**src/rtl/rsm_pkg.sv**
```systemverilog
`timescale 1ns / 1ps
package rsm_pkg;

  localparam int CAPACITY   = 64;
  localparam int VALUE_BITS = 32;
  localparam int CNT_W      = $clog2(CAPACITY + 1);
  localparam int MED_W      = 33;
  localparam int ITEM_CNT_W = 7;

  typedef logic signed [VALUE_BITS-1:0] rsm_value_t;
  typedef logic [CNT_W-1:0]             rsm_count_t;

  // Control broadcast to every cell of the chain
  typedef struct packed {
    logic insert;
    logic shift;
  } rsm_cell_ctrl_t;

endpackage

```
**src/rtl/rsm_cell.sv**
```systemverilog
`timescale 1ns / 1ps
module rsm_cell (
  input  logic                   clk_i,
  input  rsm_pkg::rsm_cell_ctrl_t ctrl_i,
  input  rsm_pkg::rsm_value_t    new_value_i,
  input  logic                   occupied_i,
  input  rsm_pkg::rsm_value_t    prev_value_i,
  input  logic                   prev_gt_i,
  input  rsm_pkg::rsm_value_t    next_value_i,
  output rsm_pkg::rsm_value_t    value_o,
  output logic                   gt_o
);
  import rsm_pkg::*;

  rsm_value_t value_q;
  rsm_value_t value_d;

  // strict compare keeps equal values ahead of the new one
  assign gt_o    = occupied_i && (value_q > new_value_i);
  assign value_o = value_q;

  always_comb begin
    value_d = value_q;
    if (ctrl_i.insert) begin
      if (prev_gt_i) begin
        value_d = prev_value_i;
      end else if (gt_o || !occupied_i) begin
        value_d = new_value_i;
      end
    end else if (ctrl_i.shift) begin
      value_d = next_value_i;
    end
  end

  always_ff @(posedge clk_i) begin
    value_q <= value_d;
  end

endmodule

```
**config.mk**
```make
export PLATFORM = sky130hd
export DESIGN_NAME = rsm_cell
export DESIGN_NICKNAME = d
export VERILOG_FILES = /design/src/rtl/rsm_pkg.sv /design/src/rtl/rsm_cell.sv
export SDC_FILE = /design/constraint.sdc
export NUM_CORES = 1
export LEC_CHECK = 0
export BUFFER_PORTS_ARGS = -buffer_cell sky130_fd_sc_hd__clkbuf_2
export CORE_UTILIZATION = 45
export CTS_CLUSTER_DIAMETER = 120
export DETAILED_ROUTE_END_ITERATION = 12
export GPL_ROUTABILITY_DRIVEN = 0
export PLACE_DENSITY_LB_ADDON = 0.3
export REMOVE_ABC_BUFFERS = 1
export SLEW_MARGIN = 20
export SYNTH_ARGS = -nofsm -noshare
export SYNTH_HDL_FRONTEND = slang
export SYNTH_SLANG_ARGS = --single-unit
```
**constraint.sdc**
```tcl
create_clock -name clk_i -period 5.15 [get_ports clk_i]
set_clock_uncertainty 0.05 [all_clocks]
set_input_delay 0.515 -clock clk_i [delete_from_list [all_inputs] [get_ports clk_i]]
set_output_delay 0.515 -clock clk_i [all_outputs]
set_load 0.01 [all_outputs]
```
==> metrics <==
Largest stage delay, worst path=0.66 ns; Vias/cell=about 5.1; std cell rows=26; via count=2340; CTS clk-pin slew, worst paths=0.06 ns; max FFs per register=32; PortBufs=133; crit-path cells=ha_1 -> nand4_2 -> nor4_2 -> nand2_1 -> and3_1 -> a2bb2oi_1 -> nand3_2; share of cells above drive strength 1=37.4%; CP Launch Type=flop; Post-Synthesis Cells=263; Final Hold Violating Endpoints=0; Initial Util=47.7%; CTS root buffer=clkbuf_8; H-tree Lvls=2; Required @ worst endpoint=4.86 ns; leak pwr=0.00174 µW; Power Total=805 µW; DRT antenna net count=0; average size of a mapped cell=9.49 µm²; worst vdd ir=0.133 mV; commonest non-fill, non-tap cell in the layout=clkbuf_2; highest-count cells in the layout ignoring fill and taps=clkbuf_2, a21oi_1, nor2_1, inv_1; initial antenna violation count=0; slowest CP cell=nand3_2; Worst-Skew Late Latency=about 0.27 ns; vias in the first global route=between 2000 and 2500; Post-CTS Setup Inserts=0; top-level I/O count=about 130; Peak Freq=318 MHz; Die X=roughly 76 µm; Mapped Area=between 2000 and 2500 µm²; CTS Hold Bufs=0; critical path arrival=2.86 ns; RSZ-0062 raised after global routing=no; grt total ovfl=0; largest net degree at the start of global routing=67; Die H=approximately 76 µm; setup total negative slack=0 ns; Total Wirelength=5870 µm; min cycle time layout=3.15 ns; WL/cell=12.7 µm; NumNets Final=~530; cts bufs inserted=5; die area=5850 µm²; ant diodes=0; #FFs+latches synth=32; overall routing resource usage=20.7%; Max-slew headroom=27.6%; HP Class=input pin to flop; count of cell types in the netlist=31; post-DP HPWL=4730 µm; clock sink count=32; Power Density=244 nW/µm²; Max-Cap Viols=0; Core Box Area=roughly 5200 µm²; final setup fails=0; Layout Utilization=62.9%; Syn-to-layout area delta=32.0%; post-synthesis sequential area ratio=38.5%; Slew @ Worst Pin=1.09 ns; Hold WS=0.510 ns; Yosys warnings=0; WHS Path Cells=3; Detailed Routing Iterations Pass 1=4; initial drt markers=85; outcome=completed; DRC=0; Max FO, Critical Path=32; first-pass GRT wire length=9760 µm; final period utilization=61.1%; FF-to-FF path depth=7; CP Capture Type=flop; Setup CP Type=flop to flop; cts repair resizes=0; Final Max Tran Viols=0; clk buf depth=2; CTS tree=built
==> metal layers <==
layer	share of wire, %	global-route usage [%]
met1	44	24.8
met2	49	36.6
met3	7.2	5.63
met4	0.49	4.62
met5	0	0
==> kinds of logic (layout without fill, tap and decap cells) <==
family                   Yosys count  after routing  share of synthesized area (%)
buffers and inverters             44            174                           6.77
AO/OA/AOI/OAI                     60             60                           14.2
AND/OR/NAND/NOR                   63             63                           11.6
flip-flops                        32             32                           38.5
multiplexers                      32             32                           12.8
adder cells (fa/ha/maj)           32             32                           16.0
==> per-stage QoR <==
step | setup WS (ns) | area [µm²] | cells
final | 2.00 | 3290 | 463
after floorplan | 1.97 | 2450 | 252
after detailed placement | 1.77 | 3220 | 456
after global routing | 1.73 | 3290 | 463
after CTS | 1.95 | 3290 | 463
after global placement | 1.83 | 3220 | 456
==> power breakdown <==
| part | switching [µW] | internal [µW] | total (µW) |
|---|---|---|---|
| logic | 149 | 122 | 270 |
| clock network | 87.2 | 91.8 | 179 |
| registers | 19.7 | 336 | 355 |
| total | 256 | 549 | 805 |
==> synth_stat cells (all sizes together) <==
cell	instances	area share, %
or2	1	0.25
nand3	4	0.80
nor2	35	5.3
clkbuf	8	1.2
a22oi	1	0.50
nor3	1	0.20
and3	1	0.25
a21o	1	0.30
nor2b	1	0.25
o2111ai	1	0.60
o21ai	4	0.80
nor4	2	0.75
ha	32	16
a221o	1	0.40
nand2	9	1.4
nand4	8	2.3
mux2i	32	13
a2111oi	1	0.35
o211ai	2	0.60
edfxtp	32	38
buf	3	0.60
a21oi	45	9.0
o41ai	1	0.65
nand2b	1	0.25
a211oi	1	0.30
o31a	1	0.35
a2bb2oi	1	0.35
inv	33	5.0
==> worst paths after layout <==
kind	startpoint	to	slack [ns]
setup / recovery	value_o[31]	value_o[31]	2.00
hold / removal	next_value_i[22]	value_o[22]	0.51
setup reg to reg	value_o[31]	value_o[31]	2.00
hold reg to reg	value_o[31]	value_o[11]	1.61
==> layout make-up <==
type | count | area, µm²
fillers | 459 | 1940
multi-input cells | 187 | 1370
flip-flops and latches | 32 | 961
repair buffers | 134 | 673
inverters | 33 | 124
well taps | 70 | 87.6
clock buffers | 6 | 72.6
clock inverters | 1 | 5.00
==> worst max-delay path, delay by kind of cell, from the launching register on <==
family	cells	cell delay (ns)
simple gates	5	1.54
compound gates	1	0.20
fa+ha+maj	1	0.43
flops	1	0.40
(Power assumes the default switching activity.)
